**src/rtl/core/kdclp_pkg.sv**
```systemverilog
`default_nettype none
// ----------------------------------------------------------------------------
// kdclp_pkg
// Shared types and constants for the key debounce and click detector.
// ----------------------------------------------------------------------------
package kdclp_pkg;

  // Widths of the fixed ports.
  localparam int KEY_PORT_W  = 8;
  localparam int CFG_TICK_W  = 16;
  localparam int CLICK_W     = 3;
  localparam int CFG_IDX_W   = 3;
  localparam int CFG_DATA_W  = 16;

  // Defaults for the module parameters.
  localparam int NUM_KEYS_DEF   = 8;
  localparam int TICK_CNT_W_DEF = 16;

  // Configuration register indexes.
  localparam logic [CFG_IDX_W-1:0] REG_DEBOUNCE_TICKS   = 3'd0;
  localparam logic [CFG_IDX_W-1:0] REG_LONG_PRESS_TICKS = 3'd1;
  localparam logic [CFG_IDX_W-1:0] REG_CLICK_GAP_TICKS  = 3'd2;
  localparam logic [CFG_IDX_W-1:0] REG_MAX_CLICKS       = 3'd3;
  localparam logic [CFG_IDX_W-1:0] REG_ACTIVE_LOW       = 3'd4;
  localparam logic [CFG_IDX_W-1:0] REG_LONG_ENABLE      = 3'd5;

  // Configuration reset values.
  localparam logic [CFG_TICK_W-1:0] DEBOUNCE_RESET   = 16'd2;
  localparam logic [CFG_TICK_W-1:0] LONG_PRESS_RESET = 16'd100;
  localparam logic [CFG_TICK_W-1:0] CLICK_GAP_RESET  = 16'd30;
  localparam logic [CLICK_W-1:0]    MAX_CLICKS_RESET = 3'd2;

  // Saturation value of the click counter.
  localparam logic [CLICK_W-1:0] CLICK_SAT = 3'd7;

  // Configuration seen by every key.
  typedef struct packed {
    logic [CFG_TICK_W-1:0] debounce_ticks;
    logic [CFG_TICK_W-1:0] long_press_ticks;
    logic [CFG_TICK_W-1:0] click_gap_ticks;
    logic [CLICK_W-1:0]    max_clicks;
    logic                  active_low;
    logic                  long_enable;
  } cfg_t;

  // Per-key pulses for one tick, plus the key's busy flag.
  typedef struct packed {
    logic press;
    logic release_ev;
    logic short_click;
    logic dbl_click;
    logic long_press;
    logic long_release;
    logic max_release;
    logic busy;
  } key_evt_t;

endpackage
`default_nettype wire

```
**src/rtl/core/key_debounce_click_long_press_top.sv**
```systemverilog
`default_nettype none
// ----------------------------------------------------------------------------
// key_debounce_click_long_press_top
// Debounces up to NUM_KEYS keys in parallel and reports press, release,
// single, double, long-press, long-release and max-click-release pulses.
//
//   channel   signals                         word
//   input     in_valid / in_stall             key_levels (one scan tick)
//   output    out_valid / out_stall           seven event masks and busy_res
//   config    cfg_wr_en, cfg_index, cfg_data  one register write
//
// A tick is held in the input register; when it advances, the key logic updates
// the key state and loads the result register with the tick's events.
// One tick per cycle is sustained unless the result stalls; the key logic
// works on all keys at once. Reset clears the key state, loads the debounce
// count's reset value and the configuration defaults. A stalled result holds
// the key logic; the input register then fills and in_stall rises.
// ----------------------------------------------------------------------------
module key_debounce_click_long_press_top #(
  parameter int NUM_KEYS         = kdclp_pkg::NUM_KEYS_DEF,
  parameter int TICK_COUNT_WIDTH = kdclp_pkg::TICK_CNT_W_DEF
) (
  input  wire logic                              clk,
  input  wire logic                              rst,
  input  wire logic                              cfg_wr_en,
  input  wire logic [kdclp_pkg::CFG_IDX_W-1:0]   cfg_index,
  input  wire logic [kdclp_pkg::CFG_DATA_W-1:0]  cfg_data,
  input  wire logic                              in_valid,
  output      logic                              in_stall,
  input  wire logic [kdclp_pkg::KEY_PORT_W-1:0]  key_levels,
  output      logic                              out_valid,
  input  wire logic                              out_stall,
  output      logic [kdclp_pkg::KEY_PORT_W-1:0]  press_events,
  output      logic [kdclp_pkg::KEY_PORT_W-1:0]  release_events,
  output      logic [kdclp_pkg::KEY_PORT_W-1:0]  short_click_events,
  output      logic [kdclp_pkg::KEY_PORT_W-1:0]  double_click_events,
  output      logic [kdclp_pkg::KEY_PORT_W-1:0]  long_press_events,
  output      logic [kdclp_pkg::KEY_PORT_W-1:0]  long_release_events,
  output      logic [kdclp_pkg::KEY_PORT_W-1:0]  max_click_release_events,
  output      logic                              busy_res
);

  localparam int PW = kdclp_pkg::KEY_PORT_W;

  kdclp_pkg::cfg_t     cfg;
  kdclp_pkg::key_evt_t evt [NUM_KEYS];

  logic          in_full;
  logic [PW-1:0] in_levels;
  logic          advance;

  logic [PW-1:0] press_m, rel_m, short_m, dbl_m, lpress_m, lrel_m, maxrel_m;
  logic          busy_any;

  // Configuration registers.
  kdclp_cfg u_cfg (
    .clk       (clk),
    .rst       (rst),
    .cfg_wr_en (cfg_wr_en),
    .cfg_index (cfg_index),
    .cfg_data  (cfg_data),
    .cfg       (cfg)
  );

  // Handshake: a tick moves on when the result register is free or drains.
  assign advance  = in_full && (!out_valid || !out_stall);
  assign in_stall = in_full && !advance;

  // Input register.
  always_ff @(posedge clk) begin
    if (rst) begin
      in_full <= 1'b0;
    end else if (in_valid && !in_stall) begin
      in_full <= 1'b1;
    end else if (advance) begin
      in_full <= 1'b0;
    end
  end

  always_ff @(posedge clk) begin
    if (in_valid && !in_stall) begin
      in_levels <= key_levels;
    end
  end

  // One logic slice per key; keys past the input width see level 0.
  for (genvar k = 0; k < NUM_KEYS; k++) begin : g_key
    logic pin;
    if (k < PW) begin : g_pin
      assign pin = in_levels[k];
    end else begin : g_zero
      assign pin = 1'b0;
    end

    kdclp_key #(
      .TICK_COUNT_WIDTH (TICK_COUNT_WIDTH)
    ) u_key (
      .clk (clk),
      .rst (rst),
      .en  (advance),
      .pin (pin),
      .cfg (cfg),
      .evt (evt[k])
    );
  end

  // Gather the per-key pulses into the output masks.
  always_comb begin
    press_m  = '0;
    rel_m    = '0;
    short_m  = '0;
    dbl_m    = '0;
    lpress_m = '0;
    lrel_m   = '0;
    maxrel_m = '0;
    busy_any = 1'b0;
    for (int k = 0; k < NUM_KEYS; k++) begin
      if (k < PW) begin
        press_m[k]  = evt[k].press;
        rel_m[k]    = evt[k].release_ev;
        short_m[k]  = evt[k].short_click;
        dbl_m[k]    = evt[k].dbl_click;
        lpress_m[k] = evt[k].long_press;
        lrel_m[k]   = evt[k].long_release;
        maxrel_m[k] = evt[k].max_release;
      end
      busy_any = busy_any | evt[k].busy;
    end
  end

  // Result register.
  always_ff @(posedge clk) begin
    if (rst) begin
      out_valid <= 1'b0;
    end else if (advance) begin
      out_valid <= 1'b1;
    end else if (!out_stall) begin
      out_valid <= 1'b0;
    end
  end

  always_ff @(posedge clk) begin
    if (advance) begin
      press_events             <= press_m;
      release_events           <= rel_m;
      short_click_events       <= short_m;
      double_click_events      <= dbl_m;
      long_press_events        <= lpress_m;
      long_release_events      <= lrel_m;
      max_click_release_events <= maxrel_m;
      busy_res                 <= busy_any;
    end
  end

endmodule
`default_nettype wire

```
**src/rtl/core/kdclp_cfg.sv**
```systemverilog
`default_nettype none
// ----------------------------------------------------------------------------
// kdclp_cfg
// Configuration register file with a plain write port.
// ----------------------------------------------------------------------------
module kdclp_cfg (
  input  wire logic                             clk,
  input  wire logic                             rst,
  input  wire logic                             cfg_wr_en,
  input  wire logic [kdclp_pkg::CFG_IDX_W-1:0]  cfg_index,
  input  wire logic [kdclp_pkg::CFG_DATA_W-1:0] cfg_data,
  output kdclp_pkg::cfg_t                       cfg
);

  // Decode the index; indexes past the last register are dropped.
  always_ff @(posedge clk) begin
    if (rst) begin
      cfg.debounce_ticks   <= kdclp_pkg::DEBOUNCE_RESET;
      cfg.long_press_ticks <= kdclp_pkg::LONG_PRESS_RESET;
      cfg.click_gap_ticks  <= kdclp_pkg::CLICK_GAP_RESET;
      cfg.max_clicks       <= kdclp_pkg::MAX_CLICKS_RESET;
      cfg.active_low       <= 1'b1;
      cfg.long_enable      <= 1'b1;
    end else if (cfg_wr_en) begin
      unique case (cfg_index)
        kdclp_pkg::REG_DEBOUNCE_TICKS:   cfg.debounce_ticks   <= cfg_data;
        kdclp_pkg::REG_LONG_PRESS_TICKS: cfg.long_press_ticks <= cfg_data;
        kdclp_pkg::REG_CLICK_GAP_TICKS:  cfg.click_gap_ticks  <= cfg_data;
        kdclp_pkg::REG_MAX_CLICKS:
          cfg.max_clicks <= cfg_data[kdclp_pkg::CLICK_W-1:0];
        kdclp_pkg::REG_ACTIVE_LOW:       cfg.active_low       <= cfg_data[0];
        kdclp_pkg::REG_LONG_ENABLE:      cfg.long_enable      <= cfg_data[0];
        default: begin
        end
      endcase
    end
  end

endmodule
`default_nettype wire

```
**src/rtl/core/kdclp_key.sv**
```systemverilog
`default_nettype none
// ----------------------------------------------------------------------------
// kdclp_key
// State and next-state logic of one key: debounce, click count, long-press
// and inter-click gap timers.
// ----------------------------------------------------------------------------
module kdclp_key #(
  parameter int TICK_COUNT_WIDTH = kdclp_pkg::TICK_CNT_W_DEF
) (
  input  wire logic            clk,
  input  wire logic            rst,
  input  wire logic            en,
  input  wire logic            pin,
  input  wire kdclp_pkg::cfg_t cfg,
  output kdclp_pkg::key_evt_t  evt
);

  localparam int W  = TICK_COUNT_WIDTH;
  // Compare width covers both the counter and the 16-bit register value.
  localparam int CW = (W > kdclp_pkg::CFG_TICK_W) ? W : kdclp_pkg::CFG_TICK_W;
  localparam logic [kdclp_pkg::CLICK_W-1:0] ONE_CLICK = 3'd1;
  localparam logic [kdclp_pkg::CLICK_W-1:0] TWO_CLICK = 3'd2;

  // Key state registers.
  logic                          raw_last, stable_level, first_seen;
  logic [W-1:0]                  debounce_count, long_count, gap_count;
  logic [kdclp_pkg::CLICK_W-1:0] click_count;
  logic                          long_timing, gap_timing;

  logic                          raw_last_next, stable_level_next, first_seen_next;
  logic [W-1:0]                  debounce_count_next, long_count_next, gap_count_next;
  logic [kdclp_pkg::CLICK_W-1:0] click_count_next;
  logic                          long_timing_next, gap_timing_next;

  // One tick of the key: debounce and edge handling first, then timers.
  always_comb begin
    logic cur;
    logic long_hit;
    cur      = pin ^ cfg.active_low;
    long_hit = 1'b0;

    raw_last_next       = raw_last;
    stable_level_next   = stable_level;
    first_seen_next     = first_seen;
    debounce_count_next = debounce_count;
    click_count_next    = click_count;
    long_timing_next    = long_timing;
    long_count_next     = long_count;
    gap_timing_next     = gap_timing;
    gap_count_next      = gap_count;
    evt                 = '0;

    // Any raw change restarts the debounce count.
    if (raw_last != cur) begin
      raw_last_next       = cur;
      debounce_count_next = W'(cfg.debounce_ticks);
    end

    if (debounce_count_next != '0) begin
      debounce_count_next = debounce_count_next - W'(1);
      if (debounce_count_next == '0) begin
        if ((cur != stable_level) || !first_seen) begin
          first_seen_next = 1'b1;
          if (cur) begin
            // Stable press.
            evt.press       = 1'b1;
            gap_timing_next = 1'b0;
            gap_count_next  = '0;
            if (click_count_next != kdclp_pkg::CLICK_SAT) begin
              click_count_next = click_count_next + ONE_CLICK;
            end
            if (click_count_next == ONE_CLICK) begin
              if (cfg.long_enable) begin
                long_timing_next = 1'b1;
                long_count_next  = '0;
              end
            end else if (click_count_next == cfg.max_clicks) begin
              if (click_count_next == TWO_CLICK) evt.dbl_click = 1'b1;
            end
          end else begin
            // Stable release.
            evt.release_ev = 1'b1;
            long_hit = cfg.long_enable &&
                       (CW'(long_count_next) >= CW'(cfg.long_press_ticks));
            if (cfg.max_clicks == ONE_CLICK) begin
              if (click_count_next == ONE_CLICK) begin
                if (long_hit) evt.long_release = 1'b1;
                else          evt.short_click  = 1'b1;
                click_count_next = '0;
                long_timing_next = 1'b0;
                gap_timing_next  = 1'b0;
                gap_count_next   = '0;
                long_count_next  = '0;
              end
            end else if (click_count_next == ONE_CLICK) begin
              if (cfg.long_enable) long_timing_next = 1'b0;
              if (long_hit) begin
                evt.long_release = 1'b1;
                click_count_next = '0;
                long_timing_next = 1'b0;
                gap_timing_next  = 1'b0;
                gap_count_next   = '0;
                long_count_next  = '0;
              end else begin
                gap_timing_next = 1'b1;
                gap_count_next  = '0;
              end
            end else if (click_count_next != cfg.max_clicks) begin
              gap_timing_next = 1'b1;
              gap_count_next  = '0;
            end else begin
              evt.max_release  = 1'b1;
              click_count_next = '0;
              long_timing_next = 1'b0;
              gap_timing_next  = 1'b0;
              gap_count_next   = '0;
              long_count_next  = '0;
            end
          end
        end
        stable_level_next = cur;
      end
    end

    // Long-press timer runs only while the first press is held.
    if (cfg.long_enable && (click_count_next == ONE_CLICK) && long_timing_next) begin
      long_count_next = long_count_next + W'(1);
      if (CW'(long_count_next) >= CW'(cfg.long_press_ticks)) begin
        long_timing_next = 1'b0;
        long_count_next  = W'(cfg.long_press_ticks);
        evt.long_press   = 1'b1;
      end
    end

    // Gap timer closes the click sequence on expiry.
    if (gap_timing_next) begin
      gap_count_next = gap_count_next + W'(1);
      if (CW'(gap_count_next) >= CW'(cfg.click_gap_ticks)) begin
        if (click_count_next == ONE_CLICK)      evt.short_click = 1'b1;
        else if (click_count_next == TWO_CLICK) evt.dbl_click   = 1'b1;
        click_count_next = '0;
        long_timing_next = 1'b0;
        gap_timing_next  = 1'b0;
        gap_count_next   = '0;
        long_count_next  = '0;
      end
    end

    evt.busy = (debounce_count_next != '0) || long_timing_next || gap_timing_next;
  end

  // State update on each processed tick.
  always_ff @(posedge clk) begin
    if (rst) begin
      raw_last       <= 1'b0;
      stable_level   <= 1'b0;
      first_seen     <= 1'b0;
      debounce_count <= W'(kdclp_pkg::DEBOUNCE_RESET);
      click_count    <= '0;
      long_timing    <= 1'b0;
      long_count     <= '0;
      gap_timing     <= 1'b0;
      gap_count      <= '0;
    end else if (en) begin
      raw_last       <= raw_last_next;
      stable_level   <= stable_level_next;
      first_seen     <= first_seen_next;
      debounce_count <= debounce_count_next;
      click_count    <= click_count_next;
      long_timing    <= long_timing_next;
      long_count     <= long_count_next;
      gap_timing     <= gap_timing_next;
      gap_count      <= gap_count_next;
    end
  end

endmodule
`default_nettype wire
```
**config.mk**
```make
export PLATFORM = sky130hd
export DESIGN_NAME = key_debounce_click_long_press_top
export DESIGN_NICKNAME = d
export VERILOG_FILES = /design/src/rtl/core/kdclp_pkg.sv /design/src/rtl/core/key_debounce_click_long_press_top.sv /design/src/rtl/core/kdclp_cfg.sv /design/src/rtl/core/kdclp_key.sv
export SDC_FILE = /design/constraint.sdc
export NUM_CORES = 2
export LEC_CHECK = 0
export ABC_CLOCK_PERIOD_IN_PS = 9650
export BUFFER_PORTS_ARGS = -buffer_cell sky130_fd_sc_hd__buf_2
export CAP_MARGIN = 20
export CORE_UTILIZATION = 50
export DETAILED_ROUTE_END_ITERATION = 12
export GPL_ROUTABILITY_DRIVEN = 0
export PLACE_DENSITY = 0.67
export SLEW_MARGIN = 25
export SYNTH_ARGS = -nofsm -noshare
export SYNTH_HDL_FRONTEND = slang
export SYNTH_HIERARCHICAL = 1
export SYNTH_SLANG_ARGS = --single-unit
```
**constraint.sdc**
```tcl
create_clock -name clk -period 9.65 [get_ports clk]
set_input_delay 0.965 -clock clk [delete_from_list [all_inputs] [get_ports clk]]
set_output_delay 0.965 -clock clk [all_outputs]
set_load 0.01 [all_outputs]
```
; ---- Yosys cells after proc, flatten, opt, wreduce, memory -nomap -nowiden
; Cells that the tools add are included.
[word_totals]
register_bits = 568
in_bits = 32
output_inout_bits = 59
[classes]
addsub = 32
magnitude_cmp = 24
eq_ne = 87
mux = 700
bitwise = 47
reduce_logical = 144
[op_table]
columns = cell, n
row1 = 16-bit two-way mux, 200
row2 = 16-bit greater-or-equal comparator, 24
row3 = 3-bit two-way mux, 128
row4 = 1-bit two-way mux, 324
row5 = "16-bit by 1-bit adder with 16-bit output, second input constant", 16
row6 = 16-bit nonzero test, 16
row7 = 16-bit zero test, 8
row8 = "16-bit by 1-bit subtractor with 16-bit output, second input constant", 8
row9 = 2-bit two-way mux, 48
row10 = "3-bit by 1-bit == test with 1-bit output, second input constant", 26
row11 = "3-bit by 2-bit == test with 1-bit output, second input constant", 18
row12 = 3-bit AND reduction, 16
row13 = 6-bit OR reduction, 8
row14 = 5-bit OR reduction, 8
row15 = 1-bit inverter, 32
row16 = 4-bit AND reduction, 8
row17 = 2-bit AND reduction, 14
row18 = 1-bit logical AND, 27
row19 = 1-bit logical OR, 25
row20 = "3-bit by 1-bit adder with 3-bit output, second input constant", 8
row21 = 3-bit == test, 8
row22 = 3-bit inequality test, 8
row23 = "3-bit inequality test, second input constant", 8
row24 = 1-bit inequality test, 16
row25 = other kinds (7), 32

; ---- Logic depth before layout (Yosys ltp)
[depth]
ltp_word = 28
depth_mapped = 37
ltp_nobuf = 29

; ---- Modules after synthesis
; The synthesis kept the hierarchy.
[modules_own_cells]
columns = module, instances, cells_per_inst, area_per_inst_um2, seq_area_each_um2
row1 = kdclp_key at g_key[0].u_key ..., 4, 775, 5800.6, 1121.1
row2 = kdclp_key at g_key[6].u_key ..., 2, 782, 5884.4, 1121.1
row3 = kdclp_key at g_key[5].u_key, 1, 822, 6050.8, 1121.1
row4 = kdclp_key at g_key[1].u_key, 1, 808, 6039.5, 1121.1
row5 = kdclp_cfg, 1, 204, 2173.3, 1061.0
row6 = key_debounce_click_long_press_top, 1, 78, 2045.7, 1991.9

; ---- Worst setup path after synthesis
; No wires, ideal clock.
[synth_timing]
kind = flip-flop to flip-flop
startpoint = register u_cfg/cfg[1] (netlist name)
endpoint = register busy_res (data pin)
setup_ps = 263
t_arrival_ps = 8314
required_ps = 9387
setup_slack_ps = 1073
stages_incl_launch_ff = 34
path_buffers = 7
period_less_slack_ps = 8577
cell_sequence = dfxtp_1 buf_2 xor3_1 buf_2 buf_1 mux2i_1 ha_1 buf_4 or3b_2 o41a_1 a211o_1 a22oi_2 o2111a_1 and2_4 buf_6 and2_1 clkbuf_1 clkbuf_1 nor2_1 ha_1 and3_1 and2_1 nand2_1 and4bb_2 xnor2_1 ha_1 nand4_1 or3_1 o21ai_0 nor4b_4 o21bai_1 a221o_1 nor4_1 nand2_1
[synth_rtl]
columns = element, line
row1 = to (signal assigned), key_debounce_click_long_press_top.sv:151  ; busy_res <= busy_any;
row2 = to (decl), key_debounce_click_long_press_top.sv:40  ; output logic busy_res

; ---- Worst setup path in the final report
[layout_timing]
startpoint = register u_cfg/cfg[1] (netlist name)
endpoint = register g_key[1].u_key.long_count[7]
[layout_via]
elab_chain_cells = 13
elab_cells_between_ends = 39
classes_between = add/sub (3) / order compare (2) / eq/ne (3) / mux (25) / bitwise (1) / reduce/logical (5)
[layout_rtl]
columns = element, line
row1 = 1-bit XOR (*), kdclp_key.sv:39  ; cur = pin ^ cfg.active_low;
row2 = 1-bit inequality test, kdclp_key.sv:54  ; if (raw_last != cur) begin
row3 = 16-bit two-way mux, kdclp_key.sv:54
row4 = 16-bit by 1-bit subtractor with 16-bit output, kdclp_key.sv:60  ; debounce_count_next = debounce_count_next - W'(1);
row5 = 16-bit zero test, kdclp_key.sv:61  ; if (debounce_count_next == '0) begin
row6 = 16-bit two-way mux / 3-bit two-way mux (equally long branches), kdclp_key.sv:61
row7 = 16-bit two-way mux / 3-bit two-way mux (equally long branches), kdclp_key.sv:59  ; if (debounce_count_next != '0) begin
row8 = 16-bit by 1-bit adder with 16-bit output / 3-bit by 1-bit == test with 1-bit output (equally long branches), "kdclp_key.sv:127, kdclp_key.sv:126"
row9 = 16-bit greater-or-equal comparator / 1-bit logical AND (equally long branches), "kdclp_key.sv:128, kdclp_key.sv:126"
row10 = 16-bit two-way mux / 1-bit logical AND (equally long branches), "kdclp_key.sv:128, kdclp_key.sv:126"
row11 = 16-bit two-way mux, kdclp_key.sv:126  ; if (cfg.long_enable && (click_count_next == ONE_CLICK) && long_timing_next) begin
row12 = 16-bit two-way mux, kdclp_key.sv:138  ; if (CW'(gap_count_next) >= CW'(cfg.click_gap_ticks)) begin
row13 = 16-bit two-way mux (*), kdclp_key.sv:136  ; if (gap_timing_next) begin
row14 = to (signal assigned), kdclp_key.sv:171  ; long_count <= long_count_next;
row15 = to (decl), kdclp_key.sv:26  ; logic [W-1:0] debounce_count, long_count, gap_count;
; Mark *: on every way between the ends. The rest lies on a longest branch, timed or not.
; A chain may end at the register's enable or synchronous reset.

==> results by group <==
Drt
  – Initial drt markers: 5,829
  – Vias per inst: 6.41
  – Routed WL: 173,000 um
  – Via count: 51,200
  – Routed Antenna Nets: 0
  – TritonRoute pass-1 iters: 10
  – Post-route DRC: 4
  – Routed len/inst: 21.6 um

Synth
  – EDFF count, synth: 65
  – Post-synth top area cell: dfxtp_1
  – Avg Cell Area, Syn: 7.80 um^2
  – #FFs+latches synth: ~570
  – Post-Syn Area: 51,300 um^2
  – Cells after Synth: 6,576
  – Synth top area share: 0.196
  – Yosys cell types: approximately 130
  – Post-synthesis sequential area ratio: 0.234
  – Ys async rst share: 0
  – Most frequent cells after synthesis: nor2_1, nand2_1, dfxtp_1
  – Most common cell in the netlist: nor2_1
  – Syn_nets: 7,056
  – Prevailing post-synth register cell: dfxtp_1
  – Synth area leaders: dfxtp_1, ha_1, nor2_1
  – Warnings from Yosys: 6

Clock network
  – Root Buffer: clkbuf_16
  – Clk sinks: between 500 and 600
  – CTS tree: yes
  – H-tree depth: 3
  – CTS resizes: 0
  – Postcts setup bufs: 0
  – Worst skew pair latency: 660 ps
  – Hold buffer count at cts: 0
  – Clk buf depth: 3
  – CTS buffer count: 73
  – Reg clk slew, reported paths: ~60 ps

Setup path
  – Worst Path Arrival: 9530 ps
  – Reg2reg end: g_key[1].u_key/long_count[7]
  – Worst EP required: 10,220 ps
  – Reg2reg path depth: 28
  – Max incr delay on CP: about 670 ps
  – CP max stage cell: dfxtp_2
  – CP max FO: 31
  – FF-to-FF Start: u_cfg/cfg[1]
  – Startpoint Class: flop
  – R2r setup slk: 690 ps
  – Delay-heaviest family, CP: simple AND/OR/NAND/NOR gates
  – CP Class: flop to flop
  – Crit path buf inv count: 1
  – Critical Path Sink Type: flop

Global route
  – Initial antenna violation count: 5
  – First-pass GRT wire length: 267,000 um
  – Total track usage: 0.322
  – Met1 Track Usage GR: 0.442
  – GR met2 Demand/Resource: 0.497
  – GRT Max-Usage Layer: met2
  – Largest net degree at the start of global routing: 134
  – Routing usage on met3: 0.0537
  – Total grt overflow: 0
  – Vias in the first global route: 47,000

Hold path
  – Hold Path End: g_key[5].u_key/first_seen
  – Hold Path Class: flop to flop
  – Worst hold path stage count: 2
  – Hold Startpoint: g_key[5].u_key/first_seen

Die
  – Die Width: 322 um
  – FP Rows: approximately 120
  – Die Ht: 322 um
  – Initial Utilization: 0.504
  – Core area: 102,000 um^2
  – # IOs: 91
  – Die area: between 100,000 and 150,000 um^2

Timing
  – Final setup fails: 0
  – Fin crit period: 8960 ps
  – Period utilization: 0.929
  – Skew final: 24.9 ps
  – Slew HR: 0.239
  – Hold Fails Final Rpt: 0
  – Fmax: between 100 and 150 MHz
  – Worst-Margin Slew: 1130 ps
  – Fin Setup TNS: 0 ps
  – RSZ-0062 raised after global routing: no
  – Final max-slew violation count: 0

Finish
  – Nets: between 7,000 and 8,000
  – Share of layout cells above drive strength 1: 0.0913
  – P&R area growth vs syn: 8.61%
  – Design area: between 50,000 and 60,000 um^2
  – Non-Filler Instances: 7,984
  – # fillers: 9,549

Run status
  – Failing checks: design-rule violations
  – Status: finished, violations left

Placed design
  – Placed instance area: 53,100 um^2
  – Post-Place Cells: just under 8,000
  – Final HPWL DP: 122,000 um
  – I/O Buffers: 90

Power and ir drop
  – Overall power: 6.66 mW
  – Max VDD drop: 0.126 mV
  – Power Dens Cells: between 100 and 150 nW/um^2
  – Leak pwr: around 23 nW

Job
  – Max Cap Violations: 0
sequential cells by signal, indices dropped and copies added, names as in the netlist, 8 cells and up:
name	cells
double_click_events	8
g_key.u_key/click_count	24
g_key.u_key/debounce_count	128
g_key.u_key/first_seen	8
g_key.u_key/gap_count	128
g_key.u_key/gap_timing	8
g_key.u_key/long_count	128
g_key.u_key/long_timing	8
g_key.u_key/raw_last	8
g_key.u_key/stable_level	8
in_levels	8
long_press_events	8
long_release_events	8
max_click_release_events	8
press_events	8
release_events	8
short_click_events	8
u_cfg/cfg	53
logic make-up (layout without fill, tap and decap cells):
family,Yosys count,in the layout,share of synthesized area
and+or+nand+nor,2795,2795,0.287
AOI/OAI and AO/OA,1519,1519,0.211
buffers and inverters,709,745,0.0569
DFF,568,568,0.234
adders and majority gates,448,448,0.109
xor gates and xnor gates,372,372,0.0684
muxes,165,165,0.0335
other,0,4,0
worst max-delay path by stage:
stage                      start                       endpoint  slack (ps)  depth (start not counted)
floorplan           u_cfg/cfg[1]                       busy_res        1070                         33
global placement    u_cfg/cfg[1]  g_key[1].u_key/long_count[10]        1170                         28
detailed placement  u_cfg/cfg[1]  g_key[1].u_key/long_count[10]         860                         28
CTS                 u_cfg/cfg[1]  g_key[1].u_key/long_count[10]         790                         28
global route        u_cfg/cfg[1]  g_key[1].u_key/long_count[10]         130                         28
finish              u_cfg/cfg[1]   g_key[1].u_key/long_count[7]         690                         28
cell type report:
cell class | instances | area, um^2 | share of cell area
Timing Repair Buffer | 217 | 1450 | 0.0261
Clock inverter | 33 | 428 | 0.00768
Multi-Input combinational cell | 5299 | 36400 | 0.654
Tap cell | 1368 | 1710 | 0.0307
Inverter | 393 | 1480 | 0.0265
Antenna cell | 4 | 10.0 | 0.000180
Clock buffer | 102 | 2150 | 0.0386
Sequential cell | 568 | 12000 | 0.216
where the power goes:
part | total, mW | leakage, nW | switching, mW | internal (mW)
Clock | 2.98 | 1.26 | 1.19 | 1.78
Combinational | 1.16 | 17.0 | 0.733 | 0.431
Sequential | 2.52 | 4.69 | 0.0856 | 2.43
Total | 6.66 | 22.9 | 2.01 | 4.65
worst register-to-register path, delay by kind of cell, from the launching register on:
family	cells	cell delay, ps
AO/OA/AOI/OAI	8	2450
XOR/XNOR	2	500
adder cells (fa/ha/maj)	3	940
buffers and inverters	1	370
flip-flops	1	670
multiplexers	2	810
AND/OR/NAND/NOR	12	3150
layer usage:
layer | up-vias | wire length [um] | share of wire
met5 | - | 0 | 0
met3 | 380 | 16600 | 0.096
met2 | 2392 | 74400 | 0.43
met1 | 24300 | 74600 | 0.43
li1 | 24100 | - | -
met4 | 0 | 6940 | 0.040
cells in the final DEF (no fill, tap or decap), types with 42 or more instances in the layout:
cell type	instances
nand2b_1	123
nor2b_1	81
nand3_1	257
buf_4	124
o21ai_0	204
mux2i_1	148
ha_1	448
inv_1	392
a211oi_1	63
buf_2	89
edfxtp_1	65
dfxtp_1	482
nor3_1	194
or3_1	68
nor4_1	120
a22oi_1	156
a22o_1	44
a21o_1	115
and2_1	51
a21oi_1	347
nor2_1	750
xor2_1	148
clkbuf_16	78
and3_1	116
o31ai_1	45
nand4_1	130
xnor2_1	207
o2bb2ai_1	47
o211ai_1	48
nand2_1	565
or4_1	42
through the flow:
| step | util | setup slack (ps) | hold WS [ps] |
|---|---|---|---|
| after floorplan | - | 1070 | 425 |
| after global placement | 0.522 | 1170 | 456 |
| after detailed placement | 0.522 | 857 | 454 |
| after CTS | 0.547 | 785 | 456 |
| after global routing | 0.547 | 128 | 471 |
| final | 0.547 | 686 | 479 |
Power figures use the tool's default switching activity.
